## src/design/dgpw_ctrl_mem.sv

```systemverilog
// ----------------------------------------------------------------------------
// dgpw_ctrl_mem
// Control table: one write port, one read port with registered read data.
// ----------------------------------------------------------------------------
`default_nettype none

module dgpw_ctrl_mem #(
  parameter int DEPTH = 16,
  parameter int AW    = (DEPTH > 1) ? $clog2(DEPTH) : 1
) (
  input  wire logic          clk_i,
  input  wire logic          we_i,
  input  wire logic [AW-1:0] waddr_i,
  input  wire logic [63:0]   wdata_i,
  input  wire logic [AW-1:0] raddr_i,
  output logic      [63:0]   rdata_o
);

  logic [63:0] mem_q [DEPTH];

  always_ff @(posedge clk_i) begin
    if (we_i) begin
      mem_q[waddr_i] <= wdata_i;
    end
  end

  always_ff @(posedge clk_i) begin
    rdata_o <= mem_q[raddr_i];
  end

endmodule

`default_nettype wire

```

## config.mk

```make
export PLATFORM = sky130hd
export DESIGN_NAME = dgpw_ctrl_mem
export DESIGN_NICKNAME = d
export VERILOG_FILES = /design/src/design/dgpw_ctrl_mem.sv
export SDC_FILE = /design/constraint.sdc
export NUM_CORES = 1
export LEC_CHECK = 0
export ABC_CLOCK_PERIOD_IN_PS = 14300
export BUFFER_PORTS_ARGS = -buffer_cell sky130_fd_sc_hd__buf_4
export CELL_PAD_IN_SITES_DETAIL_PLACEMENT = 0
export CELL_PAD_IN_SITES_GLOBAL_PLACEMENT = 2
export CORE_ASPECT_RATIO = 0.5
export CORE_MARGIN = 1.5
export CORE_UTILIZATION = 40
export CTS_CLUSTER_SIZE = 8
export DETAILED_ROUTE_END_ITERATION = 10
export GPL_TIMING_DRIVEN = 1
export MAX_ROUTING_LAYER = met4
export PLACE_DENSITY_LB_ADDON = 0.15
export SLEW_MARGIN = 10
export SYNTH_ARGS = -nofsm -noshare
export SYNTH_HDL_FRONTEND = slang
export SYNTH_SLANG_ARGS = --single-unit
```

## constraint.sdc

```tcl
create_clock -name clk_i -period 14.3 [get_ports clk_i]
set_input_delay 0.715 -clock clk_i [delete_from_list [all_inputs] [get_ports clk_i]]
set_output_delay 0.715 -clock clk_i [all_outputs]
set_load 0.05 [all_outputs]
```

---- Yosys cells after proc, flatten, opt, wreduce, memory -nomap -nowiden ----
Memories as Yosys holds them, arrays and structs flattened. A register that Yosys moved wholly into a read port is not among the register bits.
Cells that the tools add are included.
storage, ports and cells
  RAM bits ................................ 1024
  bits in registers ....................... 0
  output and inout bits ................... 64
  memories ................................ 1
  input bits .............................. 74
  logic and storage cells ................. 3
operators by class
  mux-type cells .......................... 2
memory list
  name   depth  width  read ports  clocked after Yosys merged registers in  write ports  line  text
  mem_q  16     64     1           1                                        1            19    logic [63:0] mem_q [DEPTH];
operators with widths
  cell               count
  two-way mux 1 bit  2

---- Depth between registers and ports, before layout ----
Gate-level depths: netlist of the first run.
  depth after elaboration ................. 2
  depth in mapped cells ................... 6
  gate-level depth less buffers ........... 3

---- Least setup slack after synthesis of the first run ----
Ideal clock, no wire load.
  kind .................................... in2reg
  start ................................... input port waddr_i[2]
  end ..................................... memory mem_q[0][0], enable pin
  required time ........................... 13735 ps
  path slack .............................. 8156 ps
  arrival time ............................ 5578 ps
  library setup time ...................... 565 ps
  path buffers ............................ 0
  cell stages on the path ................. 2
  cells stage by stage .................... or3b_2 nor3_1
RTL lines
  what             line  text
  start, declared  13    input wire logic [AW-1:0] waddr_i,
  end, declared    19
Straight into the memory's write port.

==> results.md, run 1 <==
* Outcome: completed
* Number of setup violations in the final report at 0
* Maximum clock frequency at 379 MHz
* Top post-synthesis cells by area: edfxtp_1, mux4_2, dfxtp_1
* Average wire length per cell after detail routing at 27.9 um
* Final HPWL from detailed placement at 44.7 mm
* Post-Place Cell Area at 42300 sq um
* Design area at 46800 sq um
* Post-route setup slack at 11.66 ns
* Nets at 1971
* Largest stage delay on the critical path at 0.82 ns
* Final period demand of the worst path at 2.64 ns
* Netlist area before placement at 39600 sq um
* Critical path cell sequence: buf_8 > buf_12 > mux4_2 > a22oi_1 > nand2_1
* Synthesized netlist net count at 1721
* GPL Wtd Cong at 0.723
* Root buffer cell: clkbuf_16
* Max clock buf depth at 3
* Category of the most critical setup path: primary input to flip-flop
* # resized after CTS at 0
* Final total power at 7.35 mW
* Setup repair after global routing missed its margin: no
* Number of warnings printed during yosys synthesis at 0
* Number of sinks handled by clock tree synthesis at 1088
* Number of post-CTS setup repair buffers at 0
* Largest net degree at the start of global routing at 167
* Area inside the core boundary at 97900 sq um
* CP Capture Type: flip-flop
* Number of inserted filler cells in the final layout at 7986
* I/O pin count at 138
* Rows at 81
* Clock slew at reported path FFs at 0.05 ns
* Synthesized instance count at 1647
* Sequential-to-total area share from yosys stat at 0.809
* Fin Hold WS at 0.269 ns
* Total routing resource utilization after global routing at 0.195
* Share of final-layout standard cells stronger than drive strength 1 at 0.310
* Number of buffers added by the clock tree synthesis step at 153
* DIE WIDTH at 448 um
* Slew Viols, Final at 0
* Number of standard cells in the final layout excluding fillers at 3345
* Total number of vias at 18097
* Hold Violations, Final at 0
* First-pass iteration count of the detailed router at 5
* Effective utilization at floorplan at 0.404
* GRT Residual Overflow at 0
* Via density per instance at 5.41
* Final Util at 0.478
* Relative area change from synthesis to final layout at 18.3%
* Number of hold buffers added after CTS at 0
* First-pass GRT wire length at 135 mm
* Yosys top cell by area: edfxtp_1
* Data required, critical path at 14.91 ns
* CTS HTree Levels at 4
* Number of distinct standard cells referenced by the synthesized netlist at 18
* Die Y at 225 um
* Data arrival at the endpoint of the critical path at 3.25 ns
* Post-Route WL at 93.3 mm
* Setup slack after placement at 10.77 ns
* Setup crit start kind: primary input
* Dpl cells at 3070
* Overall die area at 101000 sq um
* Sum of negative setup slack at 0 ns
* TritonCTS clock tree: yes
* Average cell area after synthesis at 24.0 sq um
* Slew at the pin with the worst max-slew slack at 1.11 ns
* Port Buffer Count at 137
* Class of the tightest hold or removal check: primary input to flip-flop
* Worst-path maximum fanout at 116
* Power density of the placed cells at 157 nW/um^2
* Critical path's slowest cell: buf_12
* Leakage power figure at 15.0 nW
* Max Cap Viol at 0
* Initial antenna violation count at 2
* Worst vdd rail ir drop at 116 uV
* Drc violations at 0
* Post-route ant nets at 0
* Via count of the first global-routing pass at 19707
* Worst skew pair latency at 0.74 ns
* Total of flip-flops plus latches after synthesis at 1088
* Top-area cell type share of the netlist area at 0.777
* Post-Route Skew at 0.0190 ns
* Final period util at 0.185
* Iter 0 DRT Violations at 1538
* Relative slew slack at 0.260
==> layout by cell type (no fill, tap or decap) <==
master     instances
nand3_1            1
diode_2            1
nand3b_1           2
buf_8              2
nor2b_4            2
clkbuf_1         106
clkbuf_16        161
clkinv_8           2
buf_4            175
nand2b_1           2
buf_12             2
dfxtp_1           64
or3b_2             1
and2_4             1
edfxtp_1        1024
a22oi_1          128
mux4_2           256
nand2_1           65
nor3_2             4
inv_6              5
nor2_4            13
==> cell usage after synthesis <==
library cell,instances
clkbuf_1,36
buf_6,13
dfxtp_1,64
nor3_1,4
nor2_1,13
mux4_2,256
edfxtp_1,1024
a22oi_1,128
and2_1,1
nand2_1,65
nor2b_1,2
buf_2,13
nand3b_1,2
nand3_1,1
or3b_2,1
buf_4,6
buf_1,16
nand2b_1,2
==> where the power goes <==
| part | total (mW) | internal [mW] | leakage, nW | switching [mW] |
|---|---|---|---|---|
| Combinational | 0.398 | 0.142 | 3.10 | 0.256 |
| Clock | 3.36 | 2.08 | 2.15 | 1.28 |
| Sequential | 3.60 | 3.57 | 9.79 | 0.0227 |
==> critical path, delay by kind of cell <==
family,cells,cell delay [ns]
compound gates,1,0.31
simple gates,1,0.10
mux,1,0.61
buf+inv,2,1.38
==> path summary, 6_finish.rpt <==
path / from / end / slack, ns / depth (start not counted)
worst min-delay path: wdata_i[35] / mem_q[9][35] / 0.27 / 1
worst max-delay path: raddr_i[0] / rdata_o[0] / 11.66 / 5
worst min register to register: mem_q[14][56] / rdata_o[56] / 0.66 / 3
worst max register to register: mem_q[1][17] / rdata_o[17] / 12.86 / 3
==> routing by layer <==
metal / up-vias / track usage / wire [um]
met5: - / - / 0
met4: 0 / 0.0613 / 1800
met3: 139 / 0.0340 / 4590
met2: 493 / 0.317 / 47000
met1: 9861 / 0.253 / 39900
li1: 7604 / - / -
==> sequential cells by signal (all words and copies together) (netlist names) <==
name     flops
rdata_o     64
mem_q     1024
==> final cells by class <==
class	count	area (sq um)	share of cell area
Sequential cell	1088	32000	0.684
Multi-Input combinational cell	475	7230	0.155
Clock buffer	267	4430	0.0946
Tap cell	1328	1660	0.0355
Timing Repair Buffer	179	1380	0.0296
Clock inverter	7	76.3	0.00163
Antenna cell	1	2.50	0.0000535
==> cell families after synthesis <==
family | after synthesis | synth area share
simple gates | 91 | 0.00942
buf+inv | 84 | 0.0114
flops | 1088 | 0.809
compound gates | 128 | 0.0243
mux | 256 | 0.146
Power figures use the tool's default switching activity.
==> inputs of run 2 (changes only) <==
--- a/config.mk
+++ b/config.mk
@@ -5,7 +5,7 @@
 export SDC_FILE = /design/constraint.sdc
 export NUM_CORES = 1
 export LEC_CHECK = 0
-export ABC_CLOCK_PERIOD_IN_PS = 14300
+export ABC_CLOCK_PERIOD_IN_PS = 2700
 export BUFFER_PORTS_ARGS = -buffer_cell sky130_fd_sc_hd__buf_4
 export CELL_PAD_IN_SITES_DETAIL_PLACEMENT = 0
 export CELL_PAD_IN_SITES_GLOBAL_PLACEMENT = 2
==> constraint.sdc (replaced) <==
create_clock -name clk_i -period 2.7 [get_ports clk_i]
set_input_delay 0.135 -clock clk_i [delete_from_list [all_inputs] [get_ports clk_i]]
set_output_delay 0.135 -clock clk_i [all_outputs]
set_load 0.05 [all_outputs]
==> results.md, run 2 (synthesized netlist as in run 1, its figures left out) <==
* Critical path cell sequence: dlygate4sd3_1 > buf_4 > nor3_4 > dlygate4sd3_1
* GRT Residual Overflow at 0
* Average wire length per cell after detail routing at 26.7 um
* # diodes at 0
* Share of final-layout standard cells stronger than drive strength 1 at 0.307
* Total number of vias at 18188
* Die Y at 225 um
* Initial antenna violation count at 0
* Number of buffers and inverters on the critical path at 3
* Number of flip-flops under the largest register name at 1024
* Outcome: completed
* Worst-path maximum fanout at 7
* Maximum clock frequency at 586 MHz
* Slew at the pin with the worst max-slew slack at 0.839 ns
* Max Cap Viol at 0
* Setup slack after placement at 0.568 ns
* Highest routed metal layer: met4
* Relative area change from synthesis to final layout at 21.7%
* Effective utilization at floorplan at 0.404
* Post-route ant nets at 0
* Commonest non-fill, non-tap cell in the layout: edfxtp_1
* Worst vdd rail ir drop at 545 uV
* Final HPWL from detailed placement at 47.1 mm
* Final period demand of the worst path at 1.71 ns
* Data required, critical path at 3.14 ns
* Overall die area at 101000 sq um
* Setup crit start kind: primary input
* Power density of the placed cells at 805 nW/um^2
* Critical path's slowest cell: dlygate4sd3_1
* Sum of negative setup slack at 0 ns
* Number of standard cells in the final layout excluding fillers at 3432
* Detail Route met3 WL at 3.87 mm
* Class of the tightest hold or removal check: primary input to flip-flop
* Library cell appearing most often on the critical path: dlygate4sd3_1
* Drc violations at 0
* Root buffer cell: clkbuf_16
* Nets at 2061
* Hold Crit Depth at 4
* Setup repair after global routing missed its margin: no
* Post-Place Cell Area at 43100 sq um
* Via density per instance at 5.30
* Post-Route WL at 91.7 mm
* Post-route setup slack at 0.994 ns
* Number of setup violations in the final report at 0
* Commonest non-fill, non-tap cells in the layout: edfxtp_1, mux4_2, clkbuf_16
* Met2 wire length at 47.5 mm
* CTS HTree Levels at 4
* Leakage power figure at 15.6 nW
* Relative slew slack at 0.439
* Largest stage delay on the critical path at 0.72 ns
* Worst skew pair latency at 0.74 ns
* DIE WIDTH at 448 um
* Data arrival at the endpoint of the critical path at 2.15 ns
* Design area at 48200 sq um
* Number of buffers added by the clock tree synthesis step at 153
* Category of the most critical setup path: primary input to flip-flop
* Clock slew at reported path FFs at 0.05 ns
* Area inside the core boundary at 97900 sq um
* First-pass GRT wire length at 134 mm
* First-pass iteration count of the detailed router at 5
* CP Capture Type: flip-flop
* I/O pin count at 138
* Fin Hold WS at 0.0536 ns
* TritonCTS clock tree: yes
* Dpl cells at 3091
* Port Buffer Count at 137
* Rows at 81
* Post-Route Skew at 0.0146 ns
* Hold Violations, Final at 0
* Max clock buf depth at 3
* Via count of the first global-routing pass at 20151
* Register with the highest flop count: mem_q
* Final period util at 0.632
* Final total power at 38.8 mW
* Largest net degree at the start of global routing at 67
* Length of routed wiring on met1 at 38.6 mm
* Total routing resource utilization after global routing at 0.193
* Slew Viols, Final at 0
* Registers with the highest flip-flop counts: mem_q: 1024 flops, rdata_o: 64 flops
* Worst-case reg-to-reg path depth at 3
* GPL Wtd Cong at 0.702
* Final Util at 0.492
* Crit path max-delay family: buffers and inverters
* Worst path depth at 4
* Number of sinks handled by clock tree synthesis at 1088
* Number of post-CTS setup repair buffers at 0
* Iter 0 DRT Violations at 1310
==> run 2: cell types whose count changed in the layout (fill, tap and decap cells not counted), sizes merged <==
cell / delta
inv: +2
buf: +21
clkinv: +6
dlygate4sd3: +69
clkbuf: -10
diode: -1
==> run 2: layout make-up <==
class                   count  area (sq um)
fillers                  7854         49700
flip-flops and latches   1088         32000
multi-input cells         475          7260
clock buffers             257          4220
repair buffers            269          2810
well taps                1328          1660
clock inverters            15           205
==> run 2: per-layer routing <==
metal  GRT usage  vias to the layer above
met5           -                        -
met4      0.0597                        0
met3      0.0326                      135
met2       0.323                      414
met1       0.242                     9842
li1            -                     7797
==> run 2: worst paths after layout <==
check                           slack [ns]          end          start
worst max-delay path                  0.99  mem_q[0][6]     waddr_i[1]
worst min-delay path                  0.05  rdata_o[22]     raddr_i[3]
worst max register to register        1.24  rdata_o[26]   mem_q[3][26]
worst min register to register        0.65  rdata_o[13]  mem_q[12][13]
==> run 2: what timing repair did <==
item / 4_1_cts / 5_1_grt
hold buffers: 69 / 0
resized for setup: 0 / 0
endpoints found under the hold margin: 1053 / 0
==> run 2: where the power goes <==
part | internal [mW] | switching [mW]
clock network | 10.6 | 6.91
registers | 18.9 | 0.131
logic | 0.871 | 1.36
total | 30.4 | 8.40
==> run 2: worst min-delay path, cell delays in order <==
cell and delay (ns):
buf_4 0.14, nor2b_4 0.21, a22oi_1 0.18, nand2_1 0.07
