File: config.mk
export PLATFORM = sky130hd
export DESIGN_NAME = dgpw_weight
export DESIGN_NICKNAME = d
export VERILOG_FILES = /design/src/design/dgpw_pkg.sv /design/src/design/dgpw_isqrt.sv /design/src/design/dgpw_div.sv /design/src/design/dgpw_weight.sv
export SDC_FILE = /design/constraint.sdc
export NUM_CORES = 2
export LEC_CHECK = 0
export BUFFER_PORTS_ARGS = -buffer_cell sky130_fd_sc_hd__buf_2
export CAP_MARGIN = 20
export CORE_UTILIZATION = 47
export CTS_BUF_LIST = sky130_fd_sc_hd__clkbuf_2 sky130_fd_sc_hd__clkbuf_4 sky130_fd_sc_hd__clkbuf_8
export DETAILED_ROUTE_END_ITERATION = 16
export RECOVER_POWER = 25
export SLEW_MARGIN = 10
export SYNTH_ARGS = -nofsm -noshare
export SYNTH_HDL_FRONTEND = slang
export SYNTH_SLANG_ARGS = --single-unit
File: constraint.sdc
create_clock -name clk_i -period 32.2 [get_ports clk_i]
set_input_delay 1.61 -clock clk_i [delete_from_list [all_inputs] [get_ports clk_i]]
set_output_delay 1.61 -clock clk_i [all_outputs]
set_load 0.1 [all_outputs]
File: src/design/dgpw_pkg.sv
// ----------------------------------------------------------------------------
// dgpw_pkg
// Shared types, constants and the fixed-point 2^-x function of the
// directional gaussian point warp.
// ----------------------------------------------------------------------------
`default_nettype none

package dgpw_pkg;

  localparam int MAX_CONTROLS_DEF = 16;
  localparam int COORD_BITS_DEF   = 16;

  // p vector width: origin minus a reference point of up to 24 bits
  localparam int P_W      = 25;
  localparam int RAD_W    = 52;
  localparam int ROOT_W   = 26;
  localparam int NUM_W    = 52;
  localparam int DEN_W    = 26;

  localparam logic [15:0] SPREAD_RESET = 16'd8000;
  localparam logic [16:0] LOG2E_Q16    = 17'd94548;

  // configuration register indexes
  localparam logic [1:0] CFG_WARP_MODE     = 2'd0;
  localparam logic [1:0] CFG_CONTROL_COUNT = 2'd1;
  localparam logic [1:0] CFG_SPREAD_SCALE  = 2'd2;

  // request kinds on tuser
  localparam logic FUNC_LOAD = 1'b0;
  localparam logic FUNC_WARP = 1'b1;

  typedef struct packed {
    logic signed [P_W-1:0] px;
    logic signed [P_W-1:0] py;
    logic signed [15:0]    vx;
    logic signed [15:0]    vy;
  } wgt_req_t;

  // 2^(k/16) in Q16
  localparam logic [17:0] POW2_TAB [17] = '{
    18'd65536,  18'd68438,  18'd71468,  18'd74632,  18'd77936,  18'd81386,
    18'd84990,  18'd88752,  18'd92682,  18'd96785,  18'd101070, 18'd105545,
    18'd110218, 18'd115098, 18'd120193, 18'd125515, 18'd131072
  };

  // 2^(-x/65536) in Q16, x below 2^21
  function automatic logic [16:0] exp2_neg(input logic [20:0] x);
    logic [4:0]  n;
    logic [16:0] t;
    logic [4:0]  idx;
    logic [11:0] f;
    logic [17:0] lo_v;
    logic [17:0] hi_v;
    logic [29:0] slope;
    logic [17:0] fr;
    logic [49:0] sh;
    n     = x[20:16];
    t     = 17'h10000 - {1'b0, x[15:0]};
    idx   = t[16:12];
    f     = t[11:0];
    lo_v  = '0;
    hi_v  = '0;
    slope = '0;
    if (idx >= 5'd16) begin
      fr = POW2_TAB[16];
    end else begin
      lo_v  = POW2_TAB[idx];
      hi_v  = POW2_TAB[idx + 5'd1];
      slope = 30'(hi_v - lo_v) * 30'(f);
      fr    = lo_v + 18'(slope >> 12);
    end
    sh = {32'b0, fr} >> (6'(n) + 6'd1);
    return sh[16:0];
  endfunction

endpackage

`default_nettype wire

File: src/design/dgpw_isqrt.sv
// ----------------------------------------------------------------------------
// dgpw_isqrt
// Integer square root, one result bit per cycle.
// ----------------------------------------------------------------------------
`default_nettype none

module dgpw_isqrt import dgpw_pkg::*; (
  input  wire logic              clk_i,
  input  wire logic              rst_ni,
  input  wire logic              start_i,
  input  wire logic [RAD_W-1:0]  radicand_i,
  output logic                   done_o,
  output logic      [ROOT_W-1:0] root_o
);

  logic [RAD_W-1:0] x_q, r_q, bit_q;
  logic [4:0]       cnt_q;
  logic             busy_q, done_q;
  logic [RAD_W:0]   trial;
  logic             ge;

  assign trial = {1'b0, r_q} + {1'b0, bit_q};
  assign ge    = {1'b0, x_q} >= trial;

  always_ff @(posedge clk_i or negedge rst_ni) begin
    if (!rst_ni) begin
      busy_q <= 1'b0;
      done_q <= 1'b0;
      cnt_q  <= '0;
    end else begin
      done_q <= 1'b0;
      if (start_i) begin
        busy_q <= 1'b1;
        cnt_q  <= '0;
      end else if (busy_q) begin
        cnt_q <= cnt_q + 5'd1;
        if (cnt_q == 5'(ROOT_W - 1)) begin
          busy_q <= 1'b0;
          done_q <= 1'b1;
        end
      end
    end
  end

  always_ff @(posedge clk_i) begin
    if (start_i) begin
      x_q   <= radicand_i;
      r_q   <= '0;
      bit_q <= RAD_W'(1) << (2 * ROOT_W - 2);
    end else if (busy_q) begin
      if (ge) begin
        x_q <= x_q - trial[RAD_W-1:0];
        r_q <= (r_q >> 1) + bit_q;
      end else begin
        r_q <= r_q >> 1;
      end
      bit_q <= bit_q >> 2;
    end
  end

  assign done_o = done_q;
  assign root_o = r_q[ROOT_W-1:0];

endmodule

`default_nettype wire

File: src/design/dgpw_div.sv
// ----------------------------------------------------------------------------
// dgpw_div
// Restoring unsigned divider, one quotient bit per cycle.
// ----------------------------------------------------------------------------
`default_nettype none

module dgpw_div import dgpw_pkg::*; (
  input  wire logic             clk_i,
  input  wire logic             rst_ni,
  input  wire logic             start_i,
  input  wire logic [NUM_W-1:0] num_i,
  input  wire logic [DEN_W-1:0] den_i,
  output logic                  done_o,
  output logic      [NUM_W-1:0] quo_o
);

  logic [DEN_W-1:0] rem_q, den_q;
  logic [NUM_W-1:0] quo_q;
  logic [5:0]       cnt_q;
  logic             busy_q, done_q;
  logic [DEN_W:0]   sh, diff;
  logic             ge;

  assign sh   = {rem_q, quo_q[NUM_W-1]};
  assign ge   = sh >= {1'b0, den_q};
  assign diff = sh - {1'b0, den_q};

  always_ff @(posedge clk_i or negedge rst_ni) begin
    if (!rst_ni) begin
      busy_q <= 1'b0;
      done_q <= 1'b0;
      cnt_q  <= '0;
    end else begin
      done_q <= 1'b0;
      if (start_i) begin
        busy_q <= 1'b1;
        cnt_q  <= '0;
      end else if (busy_q) begin
        cnt_q <= cnt_q + 6'd1;
        if (cnt_q == 6'(NUM_W - 1)) begin
          busy_q <= 1'b0;
          done_q <= 1'b1;
        end
      end
    end
  end

  always_ff @(posedge clk_i) begin
    if (start_i) begin
      rem_q <= '0;
      quo_q <= num_i;
      den_q <= den_i;
    end else if (busy_q) begin
      rem_q <= ge ? diff[DEN_W-1:0] : sh[DEN_W-1:0];
      quo_q <= {quo_q[NUM_W-2:0], ge};
    end
  end

  assign done_o = done_q;
  assign quo_o  = quo_q;

endmodule

`default_nettype wire

File: src/design/dgpw_weight.sv
// ----------------------------------------------------------------------------
// dgpw_weight
// Gaussian weight of one control: sequencer around one shared multiplier,
// the square root unit and the divider.
// ----------------------------------------------------------------------------
`default_nettype none

module dgpw_weight import dgpw_pkg::*; (
  input  wire logic        clk_i,
  input  wire logic        rst_ni,
  input  wire logic        start_i,
  input  wire wgt_req_t    req_i,
  input  wire logic [15:0] spread_i,
  output logic             done_o,
  output logic      [15:0] weight_o
);

  typedef enum logic [17:0] {
    W_IDLE = 18'(1) << 0,
    W_M1   = 18'(1) << 1,
    W_M2   = 18'(1) << 2,
    W_M3   = 18'(1) << 3,
    W_M4   = 18'(1) << 4,
    W_M5   = 18'(1) << 5,
    W_M6   = 18'(1) << 6,
    W_CHK  = 18'(1) << 7,
    W_SQP  = 18'(1) << 8,
    W_SQV  = 18'(1) << 9,
    W_DT   = 18'(1) << 10,
    W_DC   = 18'(1) << 11,
    W_G    = 18'(1) << 12,
    W_PL   = 18'(1) << 13,
    W_PH   = 18'(1) << 14,
    W_DS   = 18'(1) << 15,
    W_DE   = 18'(1) << 16,
    W_X    = 18'(1) << 17
  } wstate_e;

  wstate_e state_q, state_d;

  wgt_req_t           req_q;
  logic [49:0]        d_q;
  logic [31:0]        vv_q;
  logic signed [41:0] dot_q;
  logic [ROOT_W-1:0]  np_q, nv_q;
  logic [16:0]        c_q, g_q;
  logic [NUM_W-1:0]   prod_q;
  logic [19:0]        e_q;
  logic [20:0]        x_q;
  logic [15:0]        weight_q;
  logic               done_q, fin_x;

  logic signed [P_W-1:0] mul_a, mul_b;
  logic signed [49:0]    mprod;
  logic [41:0]           mag;
  logic [17:0]           y;
  logic [20:0]           e2_in;
  logic [16:0]           e2_out;
  logic                  zero_vec;

  logic              sq_start, sq_done;
  logic [RAD_W-1:0]  sq_in;
  logic [ROOT_W-1:0] sq_root;
  logic              dv_start, dv_done;
  logic [NUM_W-1:0]  dv_num, dv_quo;
  logic [DEN_W-1:0]  dv_den;

  assign zero_vec = (req_i.vx == '0 && req_i.vy == '0) ||
                    (req_i.px == '0 && req_i.py == '0);
  assign mag      = dot_q[41] ? 42'(-dot_q) : 42'(dot_q);
  assign y        = dot_q[41] ? 18'd65536 + 18'(c_q) : 18'd65536 - 18'(c_q);
  assign mprod    = mul_a * mul_b;
  assign e2_in    = (state_q == W_G) ? 21'(y) : x_q;
  assign e2_out   = exp2_neg(e2_in);

  always_comb begin
    mul_a = req_q.px;
    mul_b = req_q.px;
    case (state_q)
      W_M2:    begin mul_a = req_q.py;          mul_b = req_q.py;          end
      W_M3:    begin mul_a = P_W'(req_q.vx);    mul_b = P_W'(req_q.vx);    end
      W_M4:    begin mul_a = P_W'(req_q.vy);    mul_b = P_W'(req_q.vy);    end
      W_M5:    begin mul_a = req_q.px;          mul_b = P_W'(req_q.vx);    end
      W_M6:    begin mul_a = req_q.py;          mul_b = P_W'(req_q.vy);    end
      W_PL:    begin mul_a = P_W'(d_q[17:0]);   mul_b = P_W'(g_q);         end
      W_PH:    begin mul_a = P_W'(d_q[35:18]);  mul_b = P_W'(g_q);         end
      W_X:     begin mul_a = P_W'(e_q);         mul_b = P_W'(LOG2E_Q16);   end
      default: ;
    endcase
  end

  always_comb begin
    state_d  = state_q;
    sq_start = 1'b0;
    sq_in    = RAD_W'(d_q[35:0]) << 10;
    dv_start = 1'b0;
    dv_num   = RAD_W'(mag[33:0]) << 16;
    dv_den   = np_q;
    fin_x    = 1'b0;
    unique case (state_q)
      W_IDLE: if (start_i && !zero_vec) state_d = W_M1;
      W_M1:   state_d = W_M2;
      W_M2:   state_d = W_M3;
      W_M3:   state_d = W_M4;
      W_M4:   state_d = W_M5;
      W_M5:   state_d = W_M6;
      W_M6:   state_d = W_CHK;
      W_CHK: begin
        if (d_q[49:36] != '0) begin
          state_d = W_IDLE;
          fin_x   = 1'b1;
        end else begin
          sq_start = 1'b1;
          state_d  = W_SQP;
        end
      end
      W_SQP: begin
        sq_in = RAD_W'(vv_q) << 20;
        if (sq_done) begin
          sq_start = 1'b1;
          state_d  = W_SQV;
        end
      end
      W_SQV: begin
        if (sq_done) begin
          dv_start = 1'b1;
          state_d  = W_DT;
        end
      end
      W_DT: begin
        dv_num = NUM_W'(dv_quo[36:0]) << 15;
        dv_den = nv_q;
        if (dv_done) begin
          dv_start = 1'b1;
          state_d  = W_DC;
        end
      end
      W_DC:   if (dv_done) state_d = W_G;
      W_G:    state_d = W_PL;
      W_PL:   state_d = W_PH;
      W_PH:   state_d = W_DS;
      W_DS: begin
        dv_num   = prod_q;
        dv_den   = (spread_i == '0) ? DEN_W'(1) : DEN_W'(spread_i);
        dv_start = 1'b1;
        state_d  = W_DE;
      end
      W_DE: begin
        if (dv_done) begin
          if (dv_quo[NUM_W-1:20] != '0) begin
            state_d = W_IDLE;
            fin_x   = 1'b1;
          end else begin
            state_d = W_X;
          end
        end
      end
      W_X:    state_d = W_IDLE;
      default: state_d = W_IDLE;
    endcase
  end

  always_ff @(posedge clk_i or negedge rst_ni) begin
    if (!rst_ni) begin
      state_q <= W_IDLE;
      done_q  <= 1'b0;
    end else begin
      state_q <= state_d;
      done_q  <= (state_q == W_IDLE && start_i && zero_vec) || fin_x ||
                 (state_q == W_X);
    end
  end

  // working registers; weight_q holds zero for every early exit
  always_ff @(posedge clk_i) begin
    unique case (state_q)
      W_IDLE: begin
        req_q    <= req_i;
        weight_q <= '0;
      end
      W_M1: d_q   <= 50'(mprod);
      W_M2: d_q   <= d_q + 50'(mprod);
      W_M3: vv_q  <= mprod[31:0];
      W_M4: vv_q  <= vv_q + mprod[31:0];
      W_M5: dot_q <= mprod[41:0];
      W_M6: dot_q <= dot_q + mprod[41:0];
      W_CHK: weight_q <= '0;
      W_SQP: if (sq_done) np_q <= sq_root;
      W_SQV: if (sq_done) nv_q <= sq_root;
      W_DC: if (dv_done) c_q <= (dv_quo > NUM_W'(65536)) ? 17'd65536 : dv_quo[16:0];
      W_G:  g_q    <= e2_out;
      W_PL: prod_q <= NUM_W'(mprod[34:0]);
      W_PH: prod_q <= prod_q + (NUM_W'(mprod[34:0]) << 18);
      W_DE: begin
        weight_q <= '0;
        if (dv_done) e_q <= dv_quo[19:0];
      end
      W_X:  x_q <= mprod[36:16];
      default: ;
    endcase
  end

  // final exponent: registered x feeds 2^-x in the cycle after W_X
  logic        fin_q;
  logic [15:0] wout_q;
  // marks that the finishing path went through W_X
  logic        x_valid_q;

  always_ff @(posedge clk_i or negedge rst_ni) begin
    if (!rst_ni) begin
      fin_q <= 1'b0;
    end else begin
      fin_q <= done_q;
    end
  end

  always_ff @(posedge clk_i) begin
    if (done_q) begin
      if (state_q == W_IDLE && x_valid_q) begin
        wout_q <= (e2_out > 17'd65535) ? 16'hFFFF : e2_out[15:0];
      end else begin
        wout_q <= weight_q;
      end
    end
  end

  always_ff @(posedge clk_i or negedge rst_ni) begin
    if (!rst_ni) begin
      x_valid_q <= 1'b0;
    end else if (state_q == W_X) begin
      x_valid_q <= 1'b1;
    end else if (done_q) begin
      x_valid_q <= 1'b0;
    end
  end

  assign done_o   = fin_q;
  assign weight_o = wout_q;

  dgpw_isqrt u_isqrt (
    .clk_i      (clk_i),
    .rst_ni     (rst_ni),
    .start_i    (sq_start),
    .radicand_i (sq_in),
    .done_o     (sq_done),
    .root_o     (sq_root)
  );

  dgpw_div u_div (
    .clk_i   (clk_i),
    .rst_ni  (rst_ni),
    .start_i (dv_start),
    .num_i   (dv_num),
    .den_i   (dv_den),
    .done_o  (dv_done),
    .quo_o   (dv_quo)
  );

endmodule

`default_nettype wire

# Yosys cells after proc, flatten, opt, wreduce, memory -nomap -nowiden
# Memory sizes are Yosys's and may differ from the RTL's.
# Cells that the tools add are included.
# totals
reg_bits	671
latchBits	0
mem_bits_rw	0
romBits	1152
out_inout_bits	17
word_cells	186
memories	2
# classes
n_addsub	18
multipliers	2
div	0
magnitude_cmp	7
eq_ne	26
shift	1
n_mux	62
n_bitwise	2
reduce_logical	35
# memory_table
name	depth	word_bits	read_ports	rd_clocked_by_memory_dff	write_ports	line_no	source
(name not given)	32	18	1	0	0	dgpw_pkg.sv:68	hi_v = POW2_TAB[idx + 5'd1];
(name not given)	32	18	1	0	0	dgpw_pkg.sv:67	lo_v = POW2_TAB[idx];
# op_table
op	n
52-bit two-way mux	7
18-bit one-hot mux with 17 select lines	1
18-bit two-way mux	13
52-bit one-hot mux with 2 select lines	2
25-bit one-hot mux with 6 select lines	1
25-bit one-hot mux with 5 select lines	1
50-bit one-hot mux with 2 select lines	1
42-bit one-hot mux with 2 select lines	1
32-bit one-hot mux with 2 select lines	1
52-bit by 51-bit adder with 53-bit output	1
52-bit by 53-bit greater-or-equal comparator with 1-bit output	1
51-bit by 51-bit adder with 52-bit output	1
52-bit adder	1
52-bit by 17-bit greater-than comparator with 1-bit output, second input constant	1
26-bit one-hot mux with 2 select lines	1
52-bit subtractor	1
50-bit adder	1
25-bit logical NOT	2
25-bit by 25-bit multiplier with 50-bit output	1
16-bit logical NOT	3
42-bit adder	1
34-bit two-way mux	1
34-bit negator	1
32-bit adder	1
other kinds (56)	107

# Logic depth before layout (Yosys ltp)
# depth
ltp_word	16
ltp_mapped	74

# Modules after synthesis
# Synthesis repeated with hierarchy kept, for this count alone.
# unflattened
cells_unflattened	8512
hier_area_um2	77698.3
# by_module_without_submodules
mod	n_inst	cells_each	area_each_um2	seq_area_each_um2
dgpw_weight	1	6542	59738.5	12568.3
dgpw_isqrt	1	1452	11851.4	3298.2
dgpw_div	1	518	6108.4	3062.9

# Least setup slack after synthesis
# No wires, ideal clock.
# synth_path
path_kind	reg-to-reg
from	register state_q[11]
to	register wout_q[4] (netlist: weight_o[4]) (data pin)
setup_time_ns	0.173
t_arrival_ns	14.890
required_time_ns	32.027
setup_slack_ns	17.137
path_stages_with_launch	69
path_buffers	5
period_less_slack_ns	15.063
path_cell_list	dfrtp_1 -> buf_6 -> or3_4 -> nor3b_2 -> nand2_1 -> clkbuf_1 -> clkbuf_1 -> nor2_1 -> a21o_1 -> inv_1 -> ha_1 -> nand3_1 -> nor2_1 -> xnor2_1 -> clkbuf_1 -> ha_1 -> clkbuf_1 -> xnor2_1 -> [... 33 more ...] -> or3_1 -> a31oi_1 -> nor4b_1 -> o21a_1 -> o21a_1 -> o211a_1 -> a311oi_1 -> xnor2_1 -> ha_1 -> a21o_1 -> a21o_1 -> a41oi_2 -> xnor2_1 -> mux2i_4 -> nand3_2 -> a21o_1 -> or3_1 -> a31oi_1
# synth_between
elab_chain_cells	15
elab_cells_between_ends	23
# synth_lines
item	line_no	source
start, declared	dgpw_weight.sv:39	wstate_e state_q, state_d;
start signal, assigned	dgpw_weight.sv:168	state_q <= state_d;
18-bit by 13-bit == test with 1-bit output	dgpw_weight.sv:73	assign e2_in = (state_q == W_G) ? 21'(y) : x_q;
21-bit two-way mux	dgpw_weight.sv:73	
17-bit by 16-bit subtractor with 17-bit output	dgpw_pkg.sv:58	t = 17'h10000 - {1'b0, x[15:0]};
5-bit by 1-bit adder with 5-bit output	dgpw_pkg.sv:68	
5-bit NOT with 6-bit output (implied by the code)	dgpw_pkg.sv:68	
memory read 32 x 18 bit	--	
18-bit two-way mux (implied by the code) (2 in series)	dgpw_pkg.sv:68	
18-bit by 18-bit subtractor with 19-bit output	dgpw_pkg.sv:69	slope = 30'(hi_v - lo_v) * 30'(f);
19-bit by 13-bit multiplier with 30-bit output	dgpw_pkg.sv:69	
18-bit adder	dgpw_pkg.sv:70	fr = lo_v + 18'(slope >> 12);
18-bit two-way mux	dgpw_pkg.sv:64	if (idx >= 5'd16) begin
18-bit by 6-bit >> shifter with 17-bit output	dgpw_pkg.sv:72	sh = {32'b0, fr} >> (6'(n) + 6'd1);
17-bit by 16-bit greater-than comparator with 1-bit output	dgpw_weight.sv:220	wout_q <= (e2_out > 17'd65535) ? 16'hFFFF : e2_out[15:0];
16-bit two-way mux	dgpw_weight.sv:220	
end signal, assigned	dgpw_weight.sv:220	
end signal, assigned	dgpw_weight.sv:222	wout_q <= weight_q;
end, declared	dgpw_weight.sv:205	logic [15:0] wout_q;
# Parallel ways exist; a longest one is shown, timed or not. The select of a mux whose other input is x is not followed.
# A chain may end at the register's enable or synchronous reset.

# Worst setup path after layout
# layout_path
from	register state_q[15]
to	register wout_q[0] (netlist: weight_o[0]) (data pin)
# layout_between
elab_chain_cells	15
elab_cells_between_ends	23
# layout_lines
item	line_no	source
18-bit by 13-bit == test with 1-bit output *	dgpw_weight.sv:73	
21-bit two-way mux *	dgpw_weight.sv:73	
17-bit by 16-bit subtractor with 17-bit output	dgpw_pkg.sv:58	
5-bit by 1-bit adder with 5-bit output	dgpw_pkg.sv:68	
5-bit NOT with 6-bit output (implied by the code)	dgpw_pkg.sv:68	
memory read 32 x 18 bit	--	
18-bit two-way mux (implied by the code) (2 in series)	dgpw_pkg.sv:68	
18-bit by 18-bit subtractor with 19-bit output	dgpw_pkg.sv:69	
19-bit by 13-bit multiplier with 30-bit output	dgpw_pkg.sv:69	
18-bit adder	dgpw_pkg.sv:70	
18-bit two-way mux	dgpw_pkg.sv:64	
18-bit by 6-bit >> shifter with 17-bit output *	dgpw_pkg.sv:72	
via e2_out[0]	dgpw_weight.sv:58	logic [16:0] e2_out;
17-bit by 16-bit greater-than comparator with 1-bit output	dgpw_weight.sv:220	
16-bit two-way mux *	dgpw_weight.sv:220	
# The timed path passes the listed nets; every way through them passes the cells marked *. The select of a mux whose other input is x is not followed.

==> flow_summary.yaml <==
clocking:
  cts.repair.resized: 0
  cts.clk_slew.worst_paths_ns: 0.06
  cts.hold.buffers_added: 0
  clk_path_buf_depth: 3
  post_cts_buffers: 0
  cts.sinks: 671
  cts_max_level: 4
  clock_latency_ns: 0.84
  cts_root_buffer: "clkbuf_8"
  cts_made_buffers: 131
  tritoncts: "yes"
global_route:
  grtUsageMet3_pct: 6.268
  grt_pass1_vias: 60866
  grt_pass1_wl_um: 378000
  antenna_found_initial: 16
  grt_max_degree: 89
  grt_busiest_layer: "met2"
  use_met1_pct: 43.27
  met2_usage_pct: 46.99
  grt_overflow: 0
  grt_usage_pct: 30.63
synthesis:
  synth-compound-area-share_pct: 14.24
  ys_top_cells_by_count: "1023 x inv_1, 1020 x nand2_1, 865 x fa_1"
  synth_most_common_cell: "inv_1"
  ys_warn_count: 0
  syn_avg_cell_area_um2: 9.131
  synth_area_leader_cell: "fa_1"
  syn_area_mm2: 0.07592
  synth-seq-area-share_pct: 24.93
  ys.flop_type: "edfxtp_1"
  synth-async-reset-ratio_pct: 5.365
  ys_types: 105
  synth_area_leaders: "fa_1 23%, edfxtp_1 21%, ha_1 8.8%"
  synth-seq-cells: 671
  yosys.area.top_type_share_pct: 22.81
  synthMuxAreaShare_pct: 1.366
  synth_top_family_by_area: "adder cells"
  synth_cells: 8315
  synthXorXnorAreaFrac_pct: 5.288
  synth-simple-area-share_pct: 15.80
  synth_adder_area_share_pct: 31.64
  synth_edf_count: 531
  synth_nets: 9817
sta:
  timing.setup.tns_ns: 0
  setup_viol: 0
  fmax_ghz: 0.05590
  hold_viol: 0
  rsz0062_at_grt: "no"
  finalClockSkew_ns: 0.04731
  worst_pin_slew_ns: 3.124
  report.final.slew_viol_count: 169
  maxSlewHeadroom_pct: -108.3
  fin_crit_ns: 17.89
  period_share_pct: 55.56
setup_path:
  critPathKind: "flip-flop to flip-flop"
  cp_common_cell: "a21o_1"
  cp.required_ns: 32.79
  endpoint_kind: "flip-flop"
  critPathArrivalTime_ns: 18.48
  slowest_stage: "clkbuf_1"
  crit_buf_inv: 6
  cp_max_fo: 31
  crit_family: "compound AO/OA/AOI/OAI gates"
  crit_path_max_incr_delay_ns: 1.20
  r2r-start: "state_q[15]"
  critPathLaunch: "state_q[15]"
  cp-start-kind: "flip-flop"
final_layout:
  final_nets: 9919
  final_cells: 10682
  syn_to_final_growth_pct: 7.966
  drive_gt1_share_pct: 6.365
  seq_area_mm2: 0.01893
  fillers: 15261
  multi_input_area_mm2: 0.05211
outcome:
  status: "complete, but fails checks"
  violations: "capacitance limit, slew limit"
detailed_routing:
  viasPerCell: 5.835
  drc: 0
  dr.pass1.iters: 7
  drt_iter0_markers: 6339
  wl_per_cell_um: 23.30
  num_vias: 62327
  ant_nets: 0
  routed_wl_um: 248900
place:
  place.gp.congestion: 0.9841
  placed_cells: 10441
  dpl.hpwl_um: 192900
  io_buffer_count: 117
power:
  leakage_nw: 35.27
  vdd.ir_drop.worst_mv: 0.02950
  totalPowerFinal_mw: 1.825
  p_per_area_mw_per_mm2: 22.26
floorplan:
  initial_core_util_pct: 47.34
  dieWidth_um: 403.9
  ios: 118
  die-area_mm2: 0.1632
  die_h_um: 403.9
  core_mm2: 0.1604
  num_rows: 147
worst_hold_path:
  min_from: "u_div.rem_q[25]"
  min_path_type: "flip-flop to flip-flop"
job:
  cap_viol_max_count: 5
==> worst min-delay path: cells and delay by family, from the launching register on <==
| family | cells | cell delay, ns |
|---|---|---|
| AO/OA/AOI/OAI | 1 | 0.05 |
| flip-flops | 1 | 0.32 |
| AND/OR/NAND/NOR | 1 | 0.07 |
==> metal layers <==
layer | up-vias | wire, um
met2 | 2646 | 110500
li1 | 28347 | -
met5 | - | 27
met3 | 448 | 23150
met4 | 4 | 8441
met1 | 30882 | 106800
==> metrics by stage <==
stage / utilization [%] / hold WS (ns) / setup slack, ns / cell area (um2)
finish: 51.11 / 0.4926 / 14.31 / 81970
detailed placement: 49.56 / 0.4838 / 14.99 / 79490
global route: 51.10 / 0.5289 / 12.93 / 81960
global placement: 49.56 / 0.4770 / 15.10 / 79490
CTS: 51.18 / 0.4923 / 14.91 / 82080
floorplan: - / 0.4487 / 17.14 / 75920
==> final cells by class <==
| type | instances | share of cell area, % |
|---|---|---|
| timing repair buffer | 290 | 2.145 |
| sequential | 671 | 23.10 |
| clock inverter | 60 | 0.5648 |
| antenna | 7 | 0.02137 |
| tap | 2160 | 3.297 |
| multi-input combinational | 6295 | 63.57 |
| inverter | 1028 | 4.709 |
| clock buffer | 171 | 2.596 |
==> flip-flops by register name, indices dropped and copies added, names as in the netlist, 32 cells and up <==
| register | flops |
|---|---|
| prod_q | 52 |
| u_div.quo_o | 52 |
| u_isqrt.x_q | 52 |
| dot_q | 42 |
| u_isqrt.r_q | 52 |
| vv_q | 32 |
| d_q | 50 |
| req_q | 82 |
==> placed cells by master (no fill, tap or decap), types with 39 or more instances in the layout <==
| cell | Yosys | routed |
|---|---|---|
| o21ai_0 | 437 | 436 |
| a22o_1 | 40 | 40 |
| dfxtp_1 | 104 | 104 |
| nand4_1 | 56 | 56 |
| nor2_1 | 840 | 837 |
| o21a_1 | 86 | 86 |
| o21bai_1 | 52 | 52 |
| fa_1 | 865 | 865 |
| nand2_1 | 1020 | 1018 |
| a222oi_1 | 39 | 39 |
| xor2_1 | 186 | 186 |
| xnor2_1 | 268 | 258 |
| mux2i_1 | 89 | 86 |
| or3_1 | 56 | 57 |
| inv_1 | 1023 | 1023 |
| a21oi_1 | 377 | 373 |
| nor2b_1 | 91 | 91 |
| a21o_1 | 134 | 134 |
| nand2b_1 | 86 | 85 |
| nor4_1 | 55 | 54 |
| buf_4 | 0 | 165 |
| and2_1 | 83 | 69 |
| clkbuf_1 | 267 | 87 |
| ha_1 | 536 | 536 |
| nand3_1 | 108 | 107 |
| a31oi_1 | 65 | 65 |
| edfxtp_1 | 531 | 531 |
| a211oi_1 | 102 | 101 |
| clkbuf_8 | 0 | 135 |
| nor3_1 | 130 | 128 |
==> kinds of logic (layout without fill, tap and decap cells) <==
logic type      count (synthesis)  count (layout)
simple gates                 2674            2674
mux                           100             100
buf+inv                      1349            1549
xor+xnor                      456             456
flops                         671             671
fa+ha+maj                    1401            1401
other cells                     0               7
compound gates               1664            1664
==> worst paths after layout <==
path | endpoint | cells past startpoint | slack (ns)
max in group asynchronous | u_div.busy_q | 2 | 29.05
min reg2reg | u_div.rem_q[25] | 2 | 0.49
max reg2reg | weight_o[0] | 64 | 14.31
min | u_div.rem_q[25] | 2 | 0.49
max | weight_o[0] | 64 | 14.31
min in group asynchronous | u_div.cnt_q[1] | 1 | 0.75
==> power by group <==
part | internal (mW) | total [mW] | leakage, nW | switching (mW)
logic | 0.00337 | 0.0155 | 28.1 | 0.0121
registers | 0.925 | 0.925 | 5.81 | 0
clock network | 0.475 | 0.885 | 1.36 | 0.409
total | 1.40 | 1.82 | 35.3 | 0.422
Power figures use the tool's default switching activity.
